<file path="config.mk">
export PLATFORM = sky130hd
export DESIGN_NAME = sbs_store
export DESIGN_NICKNAME = d
export VERILOG_FILES = /design/src/rtl/sprite_sort_and_batch_core_macros.svh /design/src/rtl/sbs_pkg.sv /design/src/rtl/sbs_store.sv
export SDC_FILE = /design/constraint.sdc
export NUM_CORES = 2
export LEC_CHECK = 0
export BUFFER_PORTS_ARGS = -buffer_cell sky130_fd_sc_hd__buf_2
export CORE_ASPECT_RATIO = 1.5
export CORE_UTILIZATION = 35
export CTS_CLUSTER_DIAMETER = 50
export DETAILED_ROUTE_END_ITERATION = 7
export MAX_ROUTING_LAYER = met4
export PLACE_DENSITY = 0.57
export SLEW_MARGIN = 20
export SYNTH_ARGS = -nofsm -noshare
export SYNTH_HDL_FRONTEND = slang
export SYNTH_SLANG_ARGS = --single-unit
export TNS_END_PERCENT = 10
</file>
<file path="constraint.sdc">
create_clock -name i_clk -period 10.8 [get_ports i_clk]
set_input_delay 3.24 -clock i_clk [delete_from_list [all_inputs] [get_ports i_clk]]
set_output_delay 3.24 -clock i_clk [all_outputs]
set_load 0.02 [all_outputs]
</file>
<file path="src/rtl/sprite_sort_and_batch_core_macros.svh">
// Assertion macros shared by the sprite sort and batch core.
`ifndef SPRITE_SORT_AND_BATCH_CORE_MACROS_SVH
`define SPRITE_SORT_AND_BATCH_CORE_MACROS_SVH

// Same-cycle implication, checked on i_clk outside of reset.
`define SBS_ASSERT_NOW(label, cond, prop, msg) \
    label: assert property (@(posedge i_clk) disable iff (!i_rst_n) \
        (cond) |-> (prop)) else $error(msg);

// Next-cycle implication, checked on i_clk outside of reset.
`define SBS_ASSERT_NEXT(label, cond, prop, msg) \
    label: assert property (@(posedge i_clk) disable iff (!i_rst_n) \
        (cond) |=> (prop)) else $error(msg);

`endif

</file>
<file path="src/rtl/sbs_pkg.sv">
// Types, constants and the sort-order compare for the sprite sort and batch core.
package sbs_pkg;

    localparam int MAX_ENTRIES_DEF = 64;
    localparam int TEX_W           = 16;
    localparam int DEPTH_W         = 32;
    localparam int IDX_W           = 6;
    localparam int VTX_W           = 9;
    localparam int VERTS_PER_ENTRY = 6;

    typedef logic [1:0] t_sbs_mode;

    localparam t_sbs_mode MODE_DEPTH_ASC  = 2'd0;
    localparam t_sbs_mode MODE_DEPTH_DESC = 2'd1;
    localparam t_sbs_mode MODE_TEX_ASC    = 2'd2;

    localparam logic CMD_ADD    = 1'b0;
    localparam logic CMD_FINISH = 1'b1;

    typedef struct packed {
        logic                      command;
        logic [TEX_W-1:0]          texture_id;
        logic signed [DEPTH_W-1:0] depth;
    } t_sbs_in;

    typedef struct packed {
        logic [IDX_W-1:0] entry_index;
        logic [TEX_W-1:0] texture_id_out;
        logic [VTX_W-1:0] vertex_offset;
        logic             batch_start;
        logic             batch_end;
        logic [VTX_W-1:0] batch_vertex_count;
        logic             overflow;
        logic             last;
    } t_sbs_out;

    // One stored record in arrival order.
    typedef struct packed {
        logic [TEX_W-1:0]          tex;
        logic signed [DEPTH_W-1:0] depth;
    } t_sbs_rec;

    // One entry in the sort chain.
    typedef struct packed {
        logic [TEX_W-1:0]          tex;
        logic signed [DEPTH_W-1:0] depth;
        logic [IDX_W-1:0]          idx;
    } t_sbs_entry;

    typedef struct packed {
        logic       valid;
        t_sbs_entry entry;
    } t_sbs_slot;

    typedef struct packed {
        logic      insert;
        logic      shift;
        t_sbs_mode mode;
    } t_sbs_ctl;

    // True when entry a must go strictly ahead of entry b.
    function automatic logic sbs_before(input t_sbs_mode mode, input t_sbs_entry a,
                                        input t_sbs_entry b);
        logic res;
        unique case (mode)
            MODE_DEPTH_ASC:  res = (a.depth < b.depth);
            MODE_DEPTH_DESC: res = (a.depth > b.depth);
            MODE_TEX_ASC:    res = (a.tex < b.tex);
            default:         res = 1'b0;
        endcase
        return res;
    endfunction

endpackage

</file>
<file path="src/rtl/sbs_store.sv">
// Arrival-order record store with one write port and one registered read port.
module sbs_store #(
    parameter int DEPTH = sbs_pkg::MAX_ENTRIES_DEF,
    parameter int AW    = $clog2(DEPTH)
) (
    input  logic              i_clk,
    input  logic              i_wr_en,
    input  logic [AW-1:0]     i_wr_addr,
    input  sbs_pkg::t_sbs_rec i_wr_data,
    input  logic              i_rd_en,
    input  logic [AW-1:0]     i_rd_addr,
    output sbs_pkg::t_sbs_rec o_rd_data
);

    sbs_pkg::t_sbs_rec r_mem [DEPTH];
    sbs_pkg::t_sbs_rec r_rd_data;

    always_ff @(posedge i_clk) begin
        if (i_wr_en) begin
            r_mem[i_wr_addr] <= i_wr_data;
        end
    end

    always_ff @(posedge i_clk) begin
        if (i_rd_en) begin
            r_rd_data <= r_mem[i_rd_addr];
        end
    end

    assign o_rd_data = r_rd_data;

endmodule

</file>
==> run summary <==
The worst-case IR drop observed on VDD is 0.0001152 V. Endpoint arrival time on the critical path: 6.64 ns. Initial antenna violation count: 41. The smallest setup slack after layout was 4.715 ns; the post-route DRC violation count was 0. The number of global-route vias before repair was 57614. The tools report the startpoint class of the critical path as an input port. Total count of max-transition violations in the final report: 0. For this run, the top clock speed supported by timing is 0.1643 GHz. For the worst flop-to-flop path, the logic depth is 5.

In the synthesized netlist, the number of instances is 4970. Remaining max-slew budget at the tightest pin: 0.1878. The aggregate negative setup slack was 0 ns. Hold violation count in the final report: 0. The total power divided by cell area is 184.3 nW/µm². The placer's final routability congestion estimate was 0.7852; the DRC marker count from the first detailed-route iteration was 5986. After global routing the overflow that remains totals 0.

The die extent in x was 475.3 µm. The die is 711.9 µm tall. The die covers 338400 µm². The first global-routing pass estimated 464400 µm of wire. TritonCTS built the clock tree. The tools report the final net count as 5317. During placement, the flow inserted port buffers numbering 110. The type of destination of the critical path was a flip-flop. Clock-pin slew was measured on the worst setup and hold paths at 0.06 ns. The worst hold path was traced through 4 stages. The clock passes through at most 4 buffers. Maximum fanout along the worst path: 123. Traced cell by cell, the critical path runs through buf_8 -> buf_4 -> buf_12 -> mux4_2 -> a22o_1 -> a221oi_1 -> a221oi_1.

For this design, the CTS-stage hold fixing added 0 buffers. The non-filler instance count after layout came out at 9960. The share of the core filled with cells was 0.3989; the pin slew with the least headroom to its limit was 1.218 ns. The detailed router placed 56009 vias in this run.

For the effective utilization at floorplan, the log shows 0.3516. The remaining number of nets flagged by the antenna check after routing is 0, and the buffering stage count on the worst path with inverters included is 3. The post-route minimum period works out to 6.085 ns. In this run the post-CTS setup repair buffer count came out at 0. The flow ran to the end, and the final reports show no timing, DRC or antenna violations. Yosys mapped a number of flops with a built-in enable equal to 3120. Before CTS, the worst setup slack after placement is 3.855 ns.

Max-cap violations in this run came to 0. After synthesis the cells add up to 117600 µm². The setup path with the least slack is of type input port to flip-flop. Relative to the synthesized area, the layout overhead comes to 13.43%. The tools report the data required time at the worst endpoint as 11.36 ns. The clock skew after layout is 0.03995 ns. The slowest stage of the critical path is the sky130_fd_sc_hd__buf_4 cell. The number of register bits inferred by synthesis was 3120.

Clock root buffer master: sky130_fd_sc_hd__clkbuf_16. The tightest min-delay check is of the flip-flop to flip-flop type. The run gives 260 as the total number of placement rows. The logs give 3120 for the number of clock sinks and 0.7967 for the proportion of synthesized chip area in sequential cells. The main flop type after synthesis was sky130_fd_sc_hd__edfxtp_1. The number of failing setup endpoints in the final timing report is 0.

For the first-pass detailed-route iteration total, the log shows 6. The run gives 0.2031 as the overall routing resource usage. The layout cell share with drive strength beyond 1 works out to 0.2745. The most used cell along the critical path is sky130_fd_sc_hd__a221oi_1. For this run, the number of Yosys warnings is 0. Synthesis produced a netlist with a net count of 5033. The clock reaches the later pin of the worst-skew pair after 0.88 ns. Aggregate routed wire length: 337500 µm. The largest single stage delay on the critical path is 0.68 ns. The HPWL after detailed placement was 184900 µm. The area of the placeable core was 334400 µm².

Yosys mapped the design onto 35 distinct sky130hd cell types. The proportion of synthesized flip-flops having asynchronous set or reset is 0. The average instance in the mapped netlist occupies 23.66 µm². The H-tree was split into 5 levels. Entering global routing, the biggest net connects 124 pins.

Once placement completed, the tool counted placed cells totaling 9418. The final clock period utilization by the worst path was 0.5634; the ratio of routed vias to standard cells was 5.623. Buffers inserted during clock tree synthesis total 284.

Average routed wire per standard cell: 33.89 µm. Count of cells resized by post-cts repair: 0. Kind of cell with the highest combined delay on the critical path: buffers and inverters. Setup repair after global routing left no endpoint under its margin. In this run the count of I/O pins placed on the die edge is 111. Summed over all cells, the static leakage comes to 40.48 nW. The critical path runs through a total of 7 cells.
==> layer usage <==
layer | up-vias | track usage | share of wire
met4 | 0 | 0.06821 | 0.037
met3 | 532 | 0.02756 | 0.065
met5 | - | - | 0
li1 | 22105 | - | -
met1 | 31059 | 0.2419 | 0.37
met2 | 2313 | 0.3524 | 0.53
==> tightest hold or removal path, stage by stage (launching register included) <==
cell	delay, ns
sky130_fd_sc_hd__edfxtp_1	0.32
sky130_fd_sc_hd__mux2i_1	0.06
sky130_fd_sc_hd__nand2_1	0.06
sky130_fd_sc_hd__a311o_1	0.20
sky130_fd_sc_hd__and3_1	0.16
==> synth_stat cells (4+ instances only) <==
cell type                  count  share of area
sky130_fd_sc_hd__mux4_2      754           0.14
sky130_fd_sc_hd__edfxtp_1   3120           0.80
sky130_fd_sc_hd__nor2b_1      24         0.0013
sky130_fd_sc_hd__o22ai_1     122         0.0065
sky130_fd_sc_hd__mux2_2       12         0.0011
sky130_fd_sc_hd__or3b_2        4        0.00030
sky130_fd_sc_hd__a211oi_1     32         0.0020
sky130_fd_sc_hd__nand3b_1      5        0.00032
sky130_fd_sc_hd__a21oi_1      74         0.0031
sky130_fd_sc_hd__a311oi_1     11        0.00082
sky130_fd_sc_hd__nand3_1       7        0.00030
sky130_fd_sc_hd__buf_4        62         0.0040
sky130_fd_sc_hd__mux2i_1      63         0.0054
sky130_fd_sc_hd__a31o_2        5        0.00037
sky130_fd_sc_hd__nor2_1      132         0.0042
sky130_fd_sc_hd__a22oi_1      72         0.0046
sky130_fd_sc_hd__nand2_1      55         0.0018
sky130_fd_sc_hd__buf_1        12        0.00038
sky130_fd_sc_hd__buf_6        11         0.0011
sky130_fd_sc_hd__a22o_1       57         0.0042
sky130_fd_sc_hd__clkbuf_1     98         0.0031
sky130_fd_sc_hd__buf_2        98         0.0042
sky130_fd_sc_hd__o221ai_1     28         0.0021
sky130_fd_sc_hd__a221oi_1     83         0.0062
sky130_fd_sc_hd__nand2b_1     10        0.00053
==> through the flow <==
| step | cell area (µm²) | power, mW | hold slack [ns] |
|---|---|---|---|
| 2_1_floorplan | 117600 | 14.37 | 0.7874 |
| 3_3_place_gp | 124200 | 14.91 | 0.8750 |
| 3_5_place_dp | 124300 | 14.94 | 0.8800 |
| 4_1_cts | 133100 | 24.76 | 0.8808 |
| 5_1_grt | 133400 | 25.21 | 0.9389 |
| 6_report | 133400 | 24.58 | 0.8905 |
==> placed cells by master (no fill, tap or decap), drive strengths merged, types with 3 or more instances in the layout <==
cell type	count
a221oi	83
a21oi	74
nor2b	24
edfxtp	3120
nand3b	5
mux2i	63
nand3	7
a22oi	72
nand2b	10
mux2	12
bufinv	21
a311oi	11
or3b	4
mux4	754
inv	9
nor3	3
o22ai	122
nand2	55
and2	3
clkinvlp	5
clkbuf	353
nor2	132
clkinv	112
buf	280
diode	38
a22o	57
o221ai	28
a31o	5
a211oi	32
or3	3
or2	3
==> sequential cells by signal, summed over array words and instances, names as in the netlist <==
| register | flops |
|---|---|
| o_rd_data | 48 |
| r_mem | 3072 |
==> logic make-up (layout without fill, tap and decap cells) <==
kind of cell,count (synthesis),after routing,synth area share
other,0,38,0
DFF,3120,3120,0.7967
AOI/OAI and AO/OA,486,486,0.03012
and+or+nand+nor,253,253,0.009533
muxes,829,829,0.1509
buffers and inverters,282,780,0.01274
==> where the power goes <==
| group | total, mW | leakage, nW | internal [mW] | switching, mW |
|---|---|---|---|---|
| sequential | 13.5 | 28.1 | 13.4 | 0.0521 |
| clock | 9.93 | 4.31 | 5.49 | 4.44 |
| combinational | 1.17 | 8.07 | 0.411 | 0.758 |
==> worst paths after layout <==
| path | startpoint | end | slack (ns) |
|---|---|---|---|
| max | i_rd_addr[1] | o_rd_data[3] | 4.72 |
| min | r_mem[59][36] | o_rd_data[36] | 0.89 |
| max reg2reg | r_mem[39][43] | o_rd_data[43] | 8.47 |
| min reg2reg | r_mem[59][36] | o_rd_data[36] | 0.89 |
==> cell type report <==
cell class | instances | area (µm²)
diodes | 38 | 95.09
clock buffers | 353 | 7557
clock inverters | 147 | 1308
fillers | 29464 | 201000
multi-input cells | 1568 | 22950
flip-flops and latches | 3120 | 93690
well taps | 4454 | 5573
repair buffers | 280 | 2220
Power figures use the tool's default switching activity.
