[config.mk]
export PLATFORM = sky130hd
export DESIGN_NAME = sbs_cell
export DESIGN_NICKNAME = d
export VERILOG_FILES = /design/src/rtl/sprite_sort_and_batch_core_macros.svh /design/src/rtl/sbs_pkg.sv /design/src/rtl/sbs_cell.sv
export SDC_FILE = /design/constraint.sdc
export NUM_CORES = 1
export LEC_CHECK = 0
export ABC_AREA = 0
export BUFFER_PORTS_ARGS = -buffer_cell sky130_fd_sc_hd__clkbuf_2
export CAP_MARGIN = 20
export CORE_UTILIZATION = 25
export CTS_BUF_LIST = sky130_fd_sc_hd__clkbuf_16
export DETAILED_ROUTE_END_ITERATION = 6
export SLEW_MARGIN = 0
export SYNTH_ARGS = -nofsm -noshare
export SYNTH_HDL_FRONTEND = slang
export SYNTH_SLANG_ARGS = --single-unit
[constraint.sdc]
create_clock -name i_clk -period 11.6 [get_ports i_clk]
set_input_delay 2.32 -clock i_clk [delete_from_list [all_inputs] [get_ports i_clk]]
set_output_delay 2.32 -clock i_clk [all_outputs]
set_load 0.03 [all_outputs]
[src/rtl/sprite_sort_and_batch_core_macros.svh]
// Assertion macros shared by the sprite sort and batch core.
`ifndef SPRITE_SORT_AND_BATCH_CORE_MACROS_SVH
`define SPRITE_SORT_AND_BATCH_CORE_MACROS_SVH

// Same-cycle implication, checked on i_clk outside of reset.
`define SBS_ASSERT_NOW(label, cond, prop, msg) \
    label: assert property (@(posedge i_clk) disable iff (!i_rst_n) \
        (cond) |-> (prop)) else $error(msg);

// Next-cycle implication, checked on i_clk outside of reset.
`define SBS_ASSERT_NEXT(label, cond, prop, msg) \
    label: assert property (@(posedge i_clk) disable iff (!i_rst_n) \
        (cond) |=> (prop)) else $error(msg);

`endif

[src/rtl/sbs_pkg.sv]
// Types, constants and the sort-order compare for the sprite sort and batch core.
package sbs_pkg;

    localparam int MAX_ENTRIES_DEF = 64;
    localparam int TEX_W           = 16;
    localparam int DEPTH_W         = 32;
    localparam int IDX_W           = 6;
    localparam int VTX_W           = 9;
    localparam int VERTS_PER_ENTRY = 6;

    typedef logic [1:0] t_sbs_mode;

    localparam t_sbs_mode MODE_DEPTH_ASC  = 2'd0;
    localparam t_sbs_mode MODE_DEPTH_DESC = 2'd1;
    localparam t_sbs_mode MODE_TEX_ASC    = 2'd2;

    localparam logic CMD_ADD    = 1'b0;
    localparam logic CMD_FINISH = 1'b1;

    typedef struct packed {
        logic                      command;
        logic [TEX_W-1:0]          texture_id;
        logic signed [DEPTH_W-1:0] depth;
    } t_sbs_in;

    typedef struct packed {
        logic [IDX_W-1:0] entry_index;
        logic [TEX_W-1:0] texture_id_out;
        logic [VTX_W-1:0] vertex_offset;
        logic             batch_start;
        logic             batch_end;
        logic [VTX_W-1:0] batch_vertex_count;
        logic             overflow;
        logic             last;
    } t_sbs_out;

    // One stored record in arrival order.
    typedef struct packed {
        logic [TEX_W-1:0]          tex;
        logic signed [DEPTH_W-1:0] depth;
    } t_sbs_rec;

    // One entry in the sort chain.
    typedef struct packed {
        logic [TEX_W-1:0]          tex;
        logic signed [DEPTH_W-1:0] depth;
        logic [IDX_W-1:0]          idx;
    } t_sbs_entry;

    typedef struct packed {
        logic       valid;
        t_sbs_entry entry;
    } t_sbs_slot;

    typedef struct packed {
        logic      insert;
        logic      shift;
        t_sbs_mode mode;
    } t_sbs_ctl;

    // True when entry a must go strictly ahead of entry b.
    function automatic logic sbs_before(input t_sbs_mode mode, input t_sbs_entry a,
                                        input t_sbs_entry b);
        logic res;
        unique case (mode)
            MODE_DEPTH_ASC:  res = (a.depth < b.depth);
            MODE_DEPTH_DESC: res = (a.depth > b.depth);
            MODE_TEX_ASC:    res = (a.tex < b.tex);
            default:         res = 1'b0;
        endcase
        return res;
    endfunction

endpackage

[src/rtl/sbs_cell.sv]
// One cell of the sorted insertion chain: holds one entry, inserts and shifts with neighbors.
module sbs_cell (
    input  logic                i_clk,
    input  logic                i_rst_n,
    input  sbs_pkg::t_sbs_ctl   i_ctl,
    input  sbs_pkg::t_sbs_entry i_new,
    input  sbs_pkg::t_sbs_slot  i_prev,
    input  logic                i_prev_ins,
    input  sbs_pkg::t_sbs_slot  i_next,
    output sbs_pkg::t_sbs_slot  o_slot,
    output logic                o_ins
);

    logic                r_valid;
    sbs_pkg::t_sbs_entry r_entry;
    logic                n_valid;
    sbs_pkg::t_sbs_entry n_entry;

    // The new entry belongs at or before this place; an empty cell always asserts o_ins.
    assign o_ins = !r_valid || sbs_pkg::sbs_before(i_ctl.mode, i_new, r_entry);

    always_comb begin
        n_valid = r_valid;
        n_entry = r_entry;
        if (i_ctl.shift) begin
            n_valid = i_next.valid;
            n_entry = i_next.entry;
        end else if (i_ctl.insert && o_ins) begin
            if (i_prev_ins) begin
                // push right: take the left neighbor's entry
                n_valid = i_prev.valid;
                n_entry = i_prev.entry;
            end else begin
                n_valid = 1'b1;
                n_entry = i_new;
            end
        end
    end

    always_ff @(posedge i_clk) begin
        if (!i_rst_n) begin
            r_valid <= 1'b0;
        end else begin
            r_valid <= n_valid;
        end
    end

    always_ff @(posedge i_clk) begin
        r_entry <= n_entry;
    end

    assign o_slot.valid = r_valid;
    assign o_slot.entry = r_entry;

endmodule

==> flow_summary.yaml, run 1 <==
clocking:
  cts_resized: 0
  cts_tree: "done"
  postCtsSetupRepairBufs: 0
  cts_max_level: 2
  cts_hold_buf: 0
  clkSinkCount: 55
  clk-insertion-delay-late_ps: 300
  clockBufferDepth: 2
  cts_root_buffer: "clkbuf_16"
  cts_buffers: 5
  clkTransAtPathRegs_ps: 70
global_routing:
  grt_pass1_vias: 3483
  grt_max_degree: 114
  grt_pass1_wl_um: 17000
  antenna_found_initial: 0
  overflow: 0
  grt_util_all_layers_pct: 13.5
sta:
  finalSetupViolCount: 0
  fin_setup_tns_ps: 0
  rsz0062_at_grt: "no"
  tightest_slew_ps: 969
  fmax_mhz: 150
  drv_slew: 0
  min_period_ps: 6680
  max_slew_margin_pct: 35.4
  finClkSkew_ps: 7.41
  fin_crit_sh_pct: 57.6
  hold_viol_final: 0
logic_synthesis:
  synth_top_area_share_pct: 40.2
  netlist.top_cell.by_area: "edfxtp_1"
  synth_area_um2: 4040
  ys_warn_count: 0
  synth_edf_count: 54
  synth_area_leaders: "edfxtp_1 40%, ha_1 15%, mux2i_1 14%, o21ai_0 7.8%, nand2_1 6.1%"
  seq_area_frac_synth_pct: 40.7
  synth_flop_cell: "edfxtp_1"
  syn_area_per_cell_um2: 9.71
  async_reset_ff_share_pct: 0
  syn-instance-count: 416
  yosysUniqueCellTypes: 38
  synth_common_cells: "66 x nand2_1, 63 x o21ai_0, 55 x mux2i_1"
  syn_nets: 634
  synth_most_common_cell: "nand2_1"
  synth_seq_cells: 55
pwr:
  switchingPower_mw: 0.219
  p_sw_share_pct: 35.0
  p_comb_share_pct: 34.5
  p_total_mw: 0.627
  vdd_drop_max_mv: 0.0604
  p_per_area_nw_per_um2: 113
  p_seq_share_pct: 41.6
  p_leak_nw: 2.85
  p_int_mw: 0.408
  pwr-share-clk_pct: 23.9
floorplanning:
  fp.dieW_um: 129
  coreArea_um2: 15800
  io_pins: 227
  rows: 46
  die_area_um2: 16700
  die_h_um: 129
  initial_core_util_pct: 25.5
route:
  viasPerCell: 4.27
  drt-wirelength-per-cell_um: 13.3
  totalWireLength_um: 11300
  drc: 0
  postRouteAntennaNets: 0
  drt_iter0_markers: 108
  via_count: 3629
  drtPass1Iterations: 4
finish:
  drive_above_1_share_pct: 38.2
  fin_nets: 850
  n_antenna_cell: 0
  area_growth_pct: 36.8
placed_design:
  dp_hpwl_um: 9200
  gp_congestion: 0.762
  port_buffers: 226
setup_path:
  cp-end-kind: "output port"
  critPathLaunchType: "input port"
  required_ps: 9280
  worstPathArrival_ps: 4360
  path_class: "in2out"
  cp_max_fo: 4
status:
  status: "completed"
worst_hold_path:
  hp-class: "reg2reg"
run:
  maxCapViolCount: 0
==> metal layers <==
layer	GRT usage (%)	wire, um	up-vias
li1	-	-	1926
met4	2.91	93	0
met1	15.4	4790	1567
met2	24.9	5610	130
met5	0	0	-
met3	3.80	779	6
==> critical path, stage by stage <==
cell	delay (ps)
clkbuf_2	100
ha_1	300
a21oi_1	150
o21ai_1	110
a221oi_2	420
o311ai_1	240
o22ai_2	290
a21oi_1	100
o21ai_0	90
clkbuf_2	240
==> logic make-up (layout without fill, tap and decap cells) <==
| group | after synthesis | count (layout) | share of synthesized area (%) |
|---|---|---|---|
| multiplexers | 55 | 55 | 13.6 |
| AND/OR/NAND/NOR | 97 | 97 | 11.0 |
| buffers and inverters | 66 | 283 | 6.32 |
| flip-flops | 55 | 55 | 40.7 |
| adder cells (fa/ha/maj) | 47 | 47 | 14.6 |
| AO/OA/AOI/OAI | 96 | 96 | 13.9 |
==> worst paths after layout <==
path | from | endpoint | slack [ps] | cells after the start
max | i_new[27] | o_ins | 4920 | 10
min | r_valid | r_valid | 530 | 2
max reg2reg | o_slot[29] | o_slot[20] | 8490 | 10
min reg2reg | r_valid | r_valid | 530 | 2
==> stage by stage <==
step	hold slack [ps]	setup WS (ps)	cells	instance area (um2)	utilization [%]
2_1_floorplan	471	5120	416	4040	-
5_1_grt	548	4740	849	5530	34.9
6_report	528	4920	849	5530	34.9
3_3_place_gp	508	4860	841	5390	34.0
3_5_place_dp	520	4870	841	5390	34.0
4_1_cts	540	4860	849	5530	34.9
==> power groups by stage <==
stage,logic (mW),clock network (mW),registers (mW)
detailed placement,0.220,0,0.266
CTS,0.221,0.158,0.261
global placement,0.218,0,0.264
global route,0.241,0.163,0.264
floorplan,0.0889,0,0.313
finish,0.216,0.150,0.261
==> cells in the final DEF (no fill, tap or decap), types with 2 or more instances in the layout <==
| master | count |
|---|---|
| clkbuf_2 | 224 |
| nand2_1 | 66 |
| o21ai_0 | 63 |
| mux2i_1 | 55 |
| edfxtp_1 | 54 |
| inv_1 | 49 |
| ha_1 | 47 |
| a21oi_1 | 15 |
| nand4_1 | 7 |
| nor2_1 | 5 |
| clkbuf_16 | 5 |
| nor3_1 | 4 |
| nor2b_1 | 4 |
| buf_4 | 4 |
| a21o_1 | 3 |
| nand3_1 | 2 |
| nor4_1 | 2 |
| o211ai_1 | 2 |
| nand2b_1 | 2 |
| a211oi_1 | 2 |
==> registers in the layout (all words and copies together), names as in the netlist <==
signal / count
r_valid: 1
o_slot: 54
==> cell type report <==
cell class	count	area [um2]
fill	1628	10300
multi-input combinational	295	2150
clock buffer	5	125
tap	216	270
timing repair buffer	228	1150
sequential	55	1640
inverter	47	176
clock inverter	3	12.5
(Power assumes the default switching activity.)
==> run 2: changes to the inputs <==
==> constraint.sdc (replaced) <==
create_clock -name i_clk -period 6.7 [get_ports i_clk]
set_input_delay 1.34 -clock i_clk [delete_from_list [all_inputs] [get_ports i_clk]]
set_output_delay 1.34 -clock i_clk [all_outputs]
set_load 0.03 [all_outputs]
==> flow_summary.yaml, run 2 (synthesis gave the netlist of run 1 again) <==
finish:
  n_antenna_cell: 0
  fin_nets: 849
  largest_reg_flops: 54
  final_core_util_pct: 34.9
  final_cell_area_um2: 5530
  final_cell_mix: "224 x clkbuf_2, 66 x nand2_1, 63 x o21ai_0"
  area_growth_pct: 37.0
  fillers: 1664
  drive_above_1_share_pct: 38.1
  final_common_cell: "clkbuf_2"
route:
  postRouteAntennaNets: 0
  drtPass1Iterations: 4
  viasPerCell: 4.28
  via_count: 3633
  totalWireLength_um: 11000
  drt_iter0_markers: 74
  drc: 0
  drt-wirelength-per-cell_um: 12.9
run:
  maxCapViolCount: 0
pwr:
  switchingPower_mw: 0.377
  p_per_area_nw_per_um2: 196
  pwr-share-clk_pct: 24.0
  p_int_mw: 0.706
  p_seq_share_pct: 41.6
  p_total_mw: 1.08
  vdd_drop_max_mv: 0.0910
  p_sw_share_pct: 34.8
  p_comb_share_pct: 34.3
  p_leak_nw: 2.85
placed_design:
  placed_cell_area_um2: 5390
  dp_hpwl_um: 8880
  gp_congestion: 0.733
  port_buffers: 226
setup_path:
  reg2reg_slack_ps: 3270
  path_class: "in2out"
  worstPathArrival_ps: 3440
  rr_startpoint: "o_slot[23]"
  reg2regPathDepth: 10
  cp_max_fo: 4
  cp-end-kind: "output port"
  critPathLaunchType: "input port"
  required_ps: 5360
  critPathMaxStageDelay_ps: 380
  rr_endpoint: "o_slot[39]"
  critPathSlowestCell: "a221oi_2"
  worstPathCellList: "clkbuf_2 > ha_1 > a21oi_1 > o21ai_0 > a221oi_2 > o311ai_1 > o22ai_2 > a21oi_1 > o21ai_0 > clkbuf_2"
clocking:
  clkSinkCount: 55
  cts_resized: 0
  clk-insertion-delay-late_ps: 300
  clockBufferDepth: 2
  clkTransAtPathRegs_ps: 70
  postCtsSetupRepairBufs: 0
  cts_tree: "done"
  cts_root_buffer: "clkbuf_16"
  cts_hold_buf: 0
  cts_buffers: 5
  cts_max_level: 2
floorplanning:
  die_area_um2: 16700
  initial_core_util_pct: 25.5
  die_h_um: 129
  coreArea_um2: 15800
  fp.dieW_um: 129
  io_pins: 227
  rows: 46
sta:
  min_period_ps: 4780
  fin_crit_sh_pct: 71.3
  tightest_slew_ps: 956
  fin_setup_tns_ps: 0
  finalSetupViolCount: 0
  finClkSkew_ps: 4.87
  rsz0062_at_grt: "no"
  fmax_mhz: 209
  drv_slew: 0
  max_slew_margin_pct: 36.2
  hold_viol_final: 0
status:
  status: "completed"
global_routing:
  grt_max_degree: 114
  overflow: 0
  grt_util_all_layers_pct: 13.2
  antenna_found_initial: 0
  grt_pass1_wl_um: 16700
  grt_pass1_vias: 3425
worst_hold_path:
  hp-class: "reg2reg"
  hold_depth: 2
  hp-start: "r_valid"
  whs_endpoint: "r_valid"
-- run 2: cell count changes in the layout (fill, tap and decap cells not counted), sizes merged --
| cell | previous run | this run |
|---|---|---|
| buf | 4 | 3 |
-- run 2: layout make-up --
cell class	instances	area [um2]	share of cell area, %
timing repair buffer	227	1160	20.9
inverter	47	176	3.19
tap	216	270	4.89
clock inverter	3	12.5	0.226
sequential	55	1640	29.7
multi-input combinational	295	2150	38.8
clock buffer	5	125	2.26
-- run 2: worst max-delay path by stage --
stage | from | end | slack (ps) | cells past startpoint
floorplan | i_new[27] | o_slot[0] | 1340 | 8
global placement | i_new[25] | o_ins | 1830 | 10
detailed placement | i_new[37] | o_ins | 1860 | 10
CTS | i_new[25] | o_ins | 1850 | 10
global route | i_new[27] | o_ins | 1750 | 10
finish | i_new[25] | o_ins | 1920 | 10
-- run 2: power by group through the flow --
stage	combinational [mW]	sequential (mW)	clock [mW]
2_1_floorplan	0.154	0.541	0
3_3_place_gp	0.379	0.457	0
3_5_place_dp	0.379	0.460	0
4_1_cts	0.381	0.452	0.276
5_1_grt	0.417	0.457	0.288
6_report	0.372	0.451	0.260
-- run 2: through the flow --
stage          setup slack (ps)  hold WS, ps  cells
2_1_floorplan              1340          471    416
3_3_place_gp               1830          510    840
6_report                   1920          521    848
3_5_place_dp               1860          523    840
5_1_grt                    1750          565    848
4_1_cts                    1850          538    848
-- run 2: worst max-delay path, delay by kind of cell --
kind | cells | cell delay, ps
adder cells (fa/ha/maj) | 1 | 300
buffers and inverters | 2 | 350
AO/OA/AOI/OAI | 7 | 1430
-- run 2: layer usage --
metal,GRT usage [%],up-vias,wire length [um],part of all wire [%]
li1,-,1928,-,-
met4,3.18,0,92,0.84
met3,4.00,5,792,7.2
met1,15.7,1572,4860,44
met5,0,-,0,0
met2,23.1,128,5230,48
